## src/rtl/core/single_to_ue4m3_quantize_assert.svh

```systemverilog
// Assertion macros shared by the RTL.
`ifndef SINGLE_TO_UE4M3_QUANTIZE_ASSERT_SVH
`define SINGLE_TO_UE4M3_QUANTIZE_ASSERT_SVH

// Checked only while out of reset.
`define SQU_ASSERT(lbl, clk, rst_n, prop, msg) \
    lbl: assert property (@(posedge clk) disable iff (!rst_n) prop) else $error(msg);

// Checked on every edge, reset included.
`define SQU_ASSERT_ALWAYS(lbl, clk, prop, msg) \
    lbl: assert property (@(posedge clk) prop) else $error(msg);

`endif

```

## src/rtl/core/squ_pkg.sv

```systemverilog
package squ_pkg;

    localparam int unsigned VAL_W  = 32;
    localparam int unsigned CODE_W = 7;
    localparam int unsigned Y_W    = 30;  // scaled below-normal value, units of 2^-26
    localparam int unsigned YR_W   = 31;  // rounded value, room for the carry

    localparam logic [7:0]        EXP_ALL_ONES = 8'hFF;
    localparam logic [7:0]        EXP_TINY_MAX = 8'd114;  // at or below this: code 0
    localparam logic [7:0]        EXP_SUB_MAX  = 8'd120;
    localparam logic [7:0]        EXP_SAT_MIN  = 8'd135;
    localparam logic [7:0]        EXP_SUB_BASE = 8'd115;
    localparam logic [7:0]        EXP_BIAS_ADJ = 8'd120;
    localparam logic [3:0]        EXP_TOP      = 4'd14;
    localparam logic [CODE_W-1:0] CODE_SAT     = 7'h7E;
    localparam logic [CODE_W-1:0] CODE_ZERO    = 7'h00;
    localparam logic [4:0]        SUB_MAN_MAX  = 5'd7;
    localparam logic [Y_W-1:0]    Y_HALF       = 30'h0200_0000;  // 0.5 scaled by 2^26

    typedef struct packed {
        logic              sub;   // below-normal path
        logic [CODE_W-1:0] code;  // final code when not below-normal
        logic [Y_W-1:0]    y;
    } t_s1;

    typedef struct packed {
        logic              sub;
        logic [CODE_W-1:0] code;
        logic [YR_W-1:0]   yr;
    } t_s2;

endpackage

```

## src/rtl/core/squ_if.sv

```systemverilog
interface squ_in_if;
    logic                          valid;
    logic                          ready;
    logic [squ_pkg::VAL_W-1:0]     value_bits;
    modport source  (output valid, output value_bits, input ready);
    modport sink    (input valid, input value_bits, output ready);
    modport monitor (input valid, input value_bits, input ready);
endinterface

interface squ_out_if;
    logic                          valid;
    logic                          ready;
    logic [squ_pkg::CODE_W-1:0]    code;
    modport source  (output valid, output code, input ready);
    modport sink    (input valid, input code, output ready);
    modport monitor (input valid, input code, input ready);
endinterface

```

## src/rtl/core/squ_decode.sv

```systemverilog
// Stage 1: classify, normal-path code, scaled below-normal value.
module squ_decode (
    input  logic                       i_clk,
    input  logic                       i_rst_n,
    input  logic                       i_valid,
    input  logic [squ_pkg::VAL_W-1:0]  i_bits,
    output logic                       o_ready,
    output logic                       o_valid,
    output squ_pkg::t_s1               o_data,
    input  logic                       i_ready
);
    logic          r_valid;
    squ_pkg::t_s1  r_data;
    squ_pkg::t_s1  n_data;
    logic          adv;

    assign adv     = !r_valid || i_ready;
    assign o_ready = adv;
    assign o_valid = r_valid;
    assign o_data  = r_data;

    always_comb begin
        logic [7:0]  e;
        logic [22:0] f;
        logic [3:0]  ex;
        logic [3:0]  man;
        logic [7:0]  sh;
        e   = i_bits[30:23];
        f   = i_bits[22:0];
        ex  = 4'(e - squ_pkg::EXP_BIAS_ADJ);
        man = {1'b0, f[22:20]} + {3'b000, f[19]};
        sh  = e - squ_pkg::EXP_SUB_BASE;
        n_data.sub  = 1'b0;
        n_data.code = squ_pkg::CODE_ZERO;
        n_data.y    = (squ_pkg::Y_W'({1'b1, f}) << sh[2:0]) + squ_pkg::Y_HALF;
        if (i_bits[31]) begin
            n_data.code = squ_pkg::CODE_ZERO;
        end else if (e == squ_pkg::EXP_ALL_ONES) begin
            n_data.code = (f != 23'd0) ? squ_pkg::CODE_ZERO : squ_pkg::CODE_SAT;
        end else if (e <= squ_pkg::EXP_TINY_MAX) begin
            n_data.code = squ_pkg::CODE_ZERO;
        end else if (e <= squ_pkg::EXP_SUB_MAX) begin
            n_data.sub = 1'b1;
        end else if (e >= squ_pkg::EXP_SAT_MIN) begin
            n_data.code = squ_pkg::CODE_SAT;
        end else if (man[3]) begin
            n_data.code = (ex == squ_pkg::EXP_TOP) ? squ_pkg::CODE_SAT
                                                   : {ex + 4'd1, 3'b000};
        end else begin
            n_data.code = {ex, man[2:0]};
        end
    end

    always_ff @(posedge i_clk) begin
        if (!i_rst_n) begin
            r_valid <= 1'b0;
        end else if (adv) begin
            r_valid <= i_valid;
        end
    end

    always_ff @(posedge i_clk) begin
        if (adv && i_valid) begin
            r_data <= n_data;
        end
    end
endmodule

```

## src/rtl/core/squ_round.sv

```systemverilog
// Stage 2: round the scaled value to 24 significant bits, ties to even.
module squ_round (
    input  logic          i_clk,
    input  logic          i_rst_n,
    input  logic          i_valid,
    input  squ_pkg::t_s1  i_data,
    output logic          o_ready,
    output logic          o_valid,
    output squ_pkg::t_s2  o_data,
    input  logic          i_ready
);
    logic          r_valid;
    squ_pkg::t_s2  r_data;
    squ_pkg::t_s2  n_data;
    logic          adv;

    assign adv     = !r_valid || i_ready;
    assign o_ready = adv;
    assign o_valid = r_valid;
    assign o_data  = r_data;

    always_comb begin
        logic [2:0]              d;
        logic [squ_pkg::Y_W-1:0] y;
        logic [squ_pkg::Y_W-1:0] q;
        logic [squ_pkg::Y_W-1:0] rem;
        logic [squ_pkg::Y_W-1:0] half;
        logic                    up;
        y = i_data.y;
        // y >= 2^25 always, so the drop count is 2..6
        if (y[29])      d = 3'd6;
        else if (y[28]) d = 3'd5;
        else if (y[27]) d = 3'd4;
        else if (y[26]) d = 3'd3;
        else            d = 3'd2;
        half = squ_pkg::Y_W'(1) << (d - 3'd1);
        rem  = y & ((squ_pkg::Y_W'(1) << d) - squ_pkg::Y_W'(1));
        q    = y >> d;
        up   = (rem > half) || ((rem == half) && q[0]);
        n_data.sub  = i_data.sub;
        n_data.code = i_data.code;
        n_data.yr   = (squ_pkg::YR_W'(q) + squ_pkg::YR_W'(up)) << d;
    end

    always_ff @(posedge i_clk) begin
        if (!i_rst_n) begin
            r_valid <= 1'b0;
        end else if (adv) begin
            r_valid <= i_valid;
        end
    end

    always_ff @(posedge i_clk) begin
        if (adv && i_valid) begin
            r_data <= n_data;
        end
    end
endmodule

```

## src/rtl/core/squ_pack.sv

```systemverilog
// Stage 3: integer part of the rounded value, limited to 7, for below-normal words; output register.
module squ_pack (
    input  logic                        i_clk,
    input  logic                        i_rst_n,
    input  logic                        i_valid,
    input  squ_pkg::t_s2                i_data,
    output logic                        o_ready,
    output logic                        o_valid,
    output logic [squ_pkg::CODE_W-1:0]  o_code,
    input  logic                        i_ready
);
    logic                        r_valid;
    logic [squ_pkg::CODE_W-1:0]  r_code;
    logic [squ_pkg::CODE_W-1:0]  n_code;
    logic                        adv;
    logic [4:0]                  ip;

    assign adv     = !r_valid || i_ready;
    assign o_ready = adv;
    assign o_valid = r_valid;
    assign o_code  = r_code;
    assign ip      = i_data.yr[30:26];

    always_comb begin
        if (!i_data.sub) begin
            n_code = i_data.code;
        end else if (ip > squ_pkg::SUB_MAN_MAX) begin
            n_code = squ_pkg::CODE_W'(squ_pkg::SUB_MAN_MAX);
        end else begin
            n_code = squ_pkg::CODE_W'(ip);
        end
    end

    always_ff @(posedge i_clk) begin
        if (!i_rst_n) begin
            r_valid <= 1'b0;
        end else if (adv) begin
            r_valid <= i_valid;
        end
    end

    always_ff @(posedge i_clk) begin
        if (adv && i_valid) begin
            r_code <= n_code;
        end
    end
endmodule

```

## src/rtl/core/single_to_ue4m3_quantize.sv

```systemverilog
// FP32 to unsigned E4M3 (bias 7) converter. One word is taken every cycle while
// any stage has room. A word passes through the decode, round and pack stages,
// each a register with its own valid bit. The stages move independently, so a
// stall on the output only fills the bubbles ahead of it and the input keeps
// taking words while any stage has room. Negative, zero, NaN and tiny inputs
// give 0; 256 and above, infinity included, give 0x7E. Normal results round
// half up on input mantissa bit 19; below-normal results round the value
// x*512 + 0.5 to 24 significant bits, ties to even, and take its integer part,
// capped at 7.
`include "single_to_ue4m3_quantize_assert.svh"

module single_to_ue4m3_quantize (
    input  logic        i_clk,
    input  logic        i_rst_n,
    squ_in_if.sink      i_in,
    squ_out_if.source   o_out
);
    // stage 1 -> 2
    logic          s1_valid;
    logic          s1_ready;
    squ_pkg::t_s1  s1_data;
    // stage 2 -> 3
    logic          s2_valid;
    logic          s2_ready;
    squ_pkg::t_s2  s2_data;

    squ_decode u_decode (
        .i_clk   (i_clk),
        .i_rst_n (i_rst_n),
        .i_valid (i_in.valid),
        .i_bits  (i_in.value_bits),
        .o_ready (i_in.ready),
        .o_valid (s1_valid),
        .o_data  (s1_data),
        .i_ready (s1_ready)
    );

    squ_round u_round (
        .i_clk   (i_clk),
        .i_rst_n (i_rst_n),
        .i_valid (s1_valid),
        .i_data  (s1_data),
        .o_ready (s1_ready),
        .o_valid (s2_valid),
        .o_data  (s2_data),
        .i_ready (s2_ready)
    );

    squ_pack u_pack (
        .i_clk   (i_clk),
        .i_rst_n (i_rst_n),
        .i_valid (s2_valid),
        .i_data  (s2_data),
        .o_ready (s2_ready),
        .o_valid (o_out.valid),
        .o_code  (o_out.code),
        .i_ready (o_out.ready)
    );

    // codes above the saturation value never leave the block
    `SQU_ASSERT(a_code_range, i_clk, i_rst_n, o_out.valid |-> (o_out.code <= squ_pkg::CODE_SAT), "code above saturation")
    // pipeline comes out of reset empty
    `SQU_ASSERT_ALWAYS(a_reset_empty, i_clk, !i_rst_n |=> !o_out.valid && !s1_valid && !s2_valid, "valid after reset")
    // a full, stalled pipeline refuses new words
    `SQU_ASSERT(a_full_stall, i_clk, i_rst_n, (s1_valid && s2_valid && o_out.valid && !o_out.ready) |-> !i_in.ready, "word taken into full pipeline")
endmodule

```

## src/flat_wrapper.sv

```systemverilog
// flat-port wrapper written by rule: the top's interface ports become plain ports
module single_to_ue4m3_quantize_flat 
  (i_clk, i_rst_n, i_in_valid, i_in_value_bits, i_in_ready, o_out_valid, o_out_code, o_out_ready);
  squ_in_if i_in_i ();
  squ_out_if o_out_i ();
  input  logic i_clk;
  input  logic i_rst_n;
  input wire logic [$bits(i_in_i.valid)-1:0] i_in_valid;
  input wire logic [$bits(i_in_i.value_bits)-1:0] i_in_value_bits;
  output wire logic [$bits(i_in_i.ready)-1:0] i_in_ready;
  output wire logic [$bits(o_out_i.valid)-1:0] o_out_valid;
  output wire logic [$bits(o_out_i.code)-1:0] o_out_code;
  input wire logic [$bits(o_out_i.ready)-1:0] o_out_ready;
  assign i_in_i.valid = i_in_valid;
  assign i_in_i.value_bits = i_in_value_bits;
  assign i_in_ready = i_in_i.ready;
  assign o_out_valid = o_out_i.valid;
  assign o_out_code = o_out_i.code;
  assign o_out_i.ready = o_out_ready;
  single_to_ue4m3_quantize u_core (.i_clk(i_clk), .i_rst_n(i_rst_n), .i_in(i_in_i), .o_out(o_out_i));
endmodule
```

## config.mk

```make
export PLATFORM = sky130hd
export DESIGN_NAME = single_to_ue4m3_quantize_flat
export DESIGN_NICKNAME = d
export VERILOG_FILES = /design/src/rtl/core/squ_pkg.sv /design/src/rtl/core/squ_if.sv /design/src/rtl/core/squ_decode.sv /design/src/rtl/core/squ_round.sv /design/src/rtl/core/squ_pack.sv /design/src/rtl/core/single_to_ue4m3_quantize.sv /design/src/flat_wrapper.sv
export VERILOG_INCLUDE_DIRS = /design/src /design/src/rtl/core
export SDC_FILE = /design/constraint.sdc
export NUM_CORES = 1
export LEC_CHECK = 0
export BUFFER_PORTS_ARGS = -buffer_cell sky130_fd_sc_hd__clkbuf_2
export CAP_MARGIN = 20
export CORE_MARGIN = 2
export CORE_UTILIZATION = 45
export DETAILED_ROUTE_END_ITERATION = 12
export PLACE_DENSITY = 0.71
export SYNTH_ARGS = -nofsm -noshare
export SYNTH_HDL_FRONTEND = slang
export SYNTH_SLANG_ARGS = --single-unit
```

## constraint.sdc

```tcl
create_clock -name i_clk -period 4.2 [get_ports i_clk]
set_input_delay 0.84 -clock i_clk [delete_from_list [all_inputs] [get_ports i_clk]]
set_output_delay 0.84 -clock i_clk [all_outputs]
set_load 0.1 [all_outputs]
```

==> impl_results.md <==
- Mean Syn Cell Area: 9.05 sq um
- GRT Util Overall: 0.187
- Largest net degree at the start of global routing: 46
- Reg2Reg Depth: 12
- Layout area overhead: 11.3%
- CP Class: flip-flop to flip-flop
- DRC: 0
- Ranking of synthesized cells by area: edfxtp_1, mux2i_1, o21ai_0
- Starting DRT DRC Count: 234
- Worst r2r src: u_core.u_decode.o_data[28]$_DFFE_PP_
- Dpl hpwl: 7510 um
- Final setup violation count: 0
- WL final: 9930 um
- Syn Std Cell Area: 4520 sq um
- Initial core utilization: 0.462
- Max-cap violations: 0
- Clk slew on worst S/H paths: 0.07 ns
- H-tree Lvls: 3
- IO Port Bufs: 44
- Multi-input logic area: 2510 sq um
- Hold WC Path Type: flip-flop to flip-flop
- DR vias/cell: 5.62
- RSZ-0062 raised after global routing: no
- First-pass detailed-route iteration total: 5
- First-pass GRT wire length: 16500 um
- Setup Buffers After CTS: 0
- WL/cell: 14.9 um
- Max clock buf depth: 2
- DRT antenna net count: 0
- Die area: 10900 sq um
- Die H: 104 um
- Wl on met1: 4670 um
- F_max: 0.268 GHz
- Detailed-route via count: 3751
- CTS tree: built
- Fin. Hold Viols: 0
- FP Rows: 36
- Seq. cell area: 1800 sq um
- Worst EP arrival: 3.82 ns
- Nets: 581
- Relative slew slack: 0.435
- Total core area: 9770 sq um
- Finished Cell Area: 5030 sq um
- Post-layout min period: 3.74 ns
- Startpoint Class: flip-flop
- Clock sinks: 61
- Area leader, netlist: edfxtp_1
- Leak: 1.94 nW
- Post-placement cell area: 4850 sq um
- Max layer used: met4
- Peak VDD IR: 0.148 mV
- Final core occ: 0.514
- Sequential share of the synthesized area: 0.399
- Worst-margin pin slew: 0.845 ns
- PnR Total Power: 1.78 mW
- Max-slew violation count: 0
- Hold_ws: 0.414 ns
- EDFF count, synth: 58
- Share of layout cells above drive strength 1: 0.174
- R2r setup slk: 0.46 ns
- Final Skew: 0.00930 ns
- RD Place Congestion: 0.963
- Root Buffer: clkbuf_8
- Fillers: 942
- Mapped Cells: 499
- Post-synth top area share: 0.386
- Post-CTS Hold Buffers: 0
- Die X: 104 um
- WL met3: 445 um
- Initial antenna violation count: 0
- N_diodes: 0
- Num CTS Buffers: 9
- Synth async-reset ratio: 0
- Number of unique standard cell types used by synthesis: 67
- Crit. Startpoint: u_core.u_decode.o_data[28]$_DFFE_PP_
- Setup TNS: 0 ns
- Flops & latches, synth: 61
- Crit path max fanout: 7
- Syn. warnings: 0
- Crit path capture: u_core.u_round.o_data[26]$_DFFE_PP_
- Pwr Density: 355 nW/um^2
- Crit. End Element: flip-flop
- Remaining Overflow, GRT: 0
- Tcrit/Tclk final: 0.890
- Primary FF master, synth: edfxtp_1
- I/O pin cnt: 45
- Met2 wire length: 4610 um
- Vias in the first global route: 3478
- Status: completed
- Latest clock arrival within the worst-skew pair: 0.34 ns
- R2r endpoint: u_core.u_round.o_data[26]$_DFFE_PP_
- CP required: 4.28 ns
- # resized after CTS: 0
## final cells by class
type,count,area share
flip-flops and latches,61,0.358
well taps,133,0.0331
clock inverters,7,0.00971
inverters,17,0.0127
multi-input cells,384,0.500
clock buffers,9,0.0246
repair buffers,56,0.0617
## registers in the layout, indices dropped and copies added, names as in the netlist
register	flops
u_core.u_pack.o_code	7
u_core.u_pack.o_valid	1
u_core.u_decode.o_valid	1
u_core.u_round.o_valid	1
u_core.u_decode.o_data	38
u_core.u_round.o_data	13
## cells by family (layout without fill, tap and decap cells)
logic type,Yosys count,in the layout,synth area share
compound gates,147,147,0.208
xor+xnor,9,9,0.0175
fa+ha+maj,16,16,0.0443
buf+inv,55,89,0.0504
flops,61,61,0.399
mux,33,33,0.0787
other cells,2,3,0.00166
simple gates,176,176,0.201
## per-stage QoR
step / std cells / setup slack, ns
after floorplan: 500 / 0.234
after global placement: 650 / 0.538
after detailed placement: 650 / 0.466
after CTS: 666 / 0.460
after global routing: 667 / 0.181
final: 667 / 0.462
## layer usage
metal  vias up  GRT usage
li1       1906          -
met1      1718      0.249
met2       112      0.305
met3        15     0.0307
met4         0     0.0743
met5         -          0
## worst max-delay path, stage by stage, from the launching register on
cell      delay [ns]
edfxtp_1        0.46
or3_1           0.36
ha_1            0.39
nand2b_1        0.19
ha_1            0.28
a21oi_1         0.06
a211oi_1        0.26
nor4_2          0.07
nor4b_2         0.42
nand3_2         0.17
nor4b_4         0.41
mux2i_1         0.13
a211o_1         0.30
## placed cells by master (no fill, tap or decap), drive strengths merged, types with 11 or more instances in the layout
| cell type | Yosys | final |
|---|---|---|
| a21oi | 38 | 38 |
| buf | 17 | 12 |
| clkbuf | 21 | 53 |
| edfxtp | 58 | 58 |
| ha | 16 | 16 |
| inv | 17 | 19 |
| mux2i | 22 | 22 |
| nand2 | 49 | 49 |
| nand3 | 16 | 16 |
| nor2 | 35 | 35 |
| nor2b | 19 | 19 |
| nor3 | 11 | 11 |
| o21ai | 42 | 42 |
## how the worst min path moves through the flow
stage | from | slack (ns) | depth (start not counted) | endpoint
after floorplan | u_core.u_decode.o_data[30]$_SDFFCE_PP0P_ | 0.40 | 0 | u_core.u_round.o_data[31]$_DFFE_PP_
after global placement | u_core.u_decode.o_data[34]$_SDFFCE_PP0P_ | 0.40 | 0 | u_core.u_round.o_data[35]$_DFFE_PP_
after detailed placement | u_core.u_decode.o_data[34]$_SDFFCE_PP0P_ | 0.40 | 0 | u_core.u_round.o_data[35]$_DFFE_PP_
after CTS | u_core.u_decode.o_data[34]$_SDFFCE_PP0P_ | 0.41 | 0 | u_core.u_round.o_data[35]$_DFFE_PP_
after global routing | u_core.u_decode.o_data[34]$_SDFFCE_PP0P_ | 0.43 | 0 | u_core.u_round.o_data[35]$_DFFE_PP_
final | u_core.u_decode.o_data[34]$_SDFFCE_PP0P_ | 0.41 | 0 | u_core.u_round.o_data[35]$_DFFE_PP_
## power breakdown
group          leakage, nW  switching, mW  internal [mW]
registers            0.577         0.0549          0.742
clock network       0.0898          0.233          0.215
logic                 1.28          0.324          0.215
total                 1.94          0.612           1.17
## synth_stat cells, types with 4 or more instances
master	instances
mux2_2	9
o21ai_0	41
o22ai_1	5
buf_2	5
and2_1	7
edfxtp_1	58
or3_1	4
clkbuf_1	21
nand4_1	5
nor4_1	6
nand2b_1	8
nor2_1	35
nor2b_1	19
nand2_1	49
a21o_1	4
mux2i_1	22
a22oi_1	10
inv_1	16
xnor2_1	7
a21oi_1	38
ha_1	16
a32oi_1	4
buf_4	4
o31ai_1	4
nor3_1	11
buf_1	8
o211ai_1	7
nand3_1	15
Note: power is estimated with default switching activity, not from simulation.
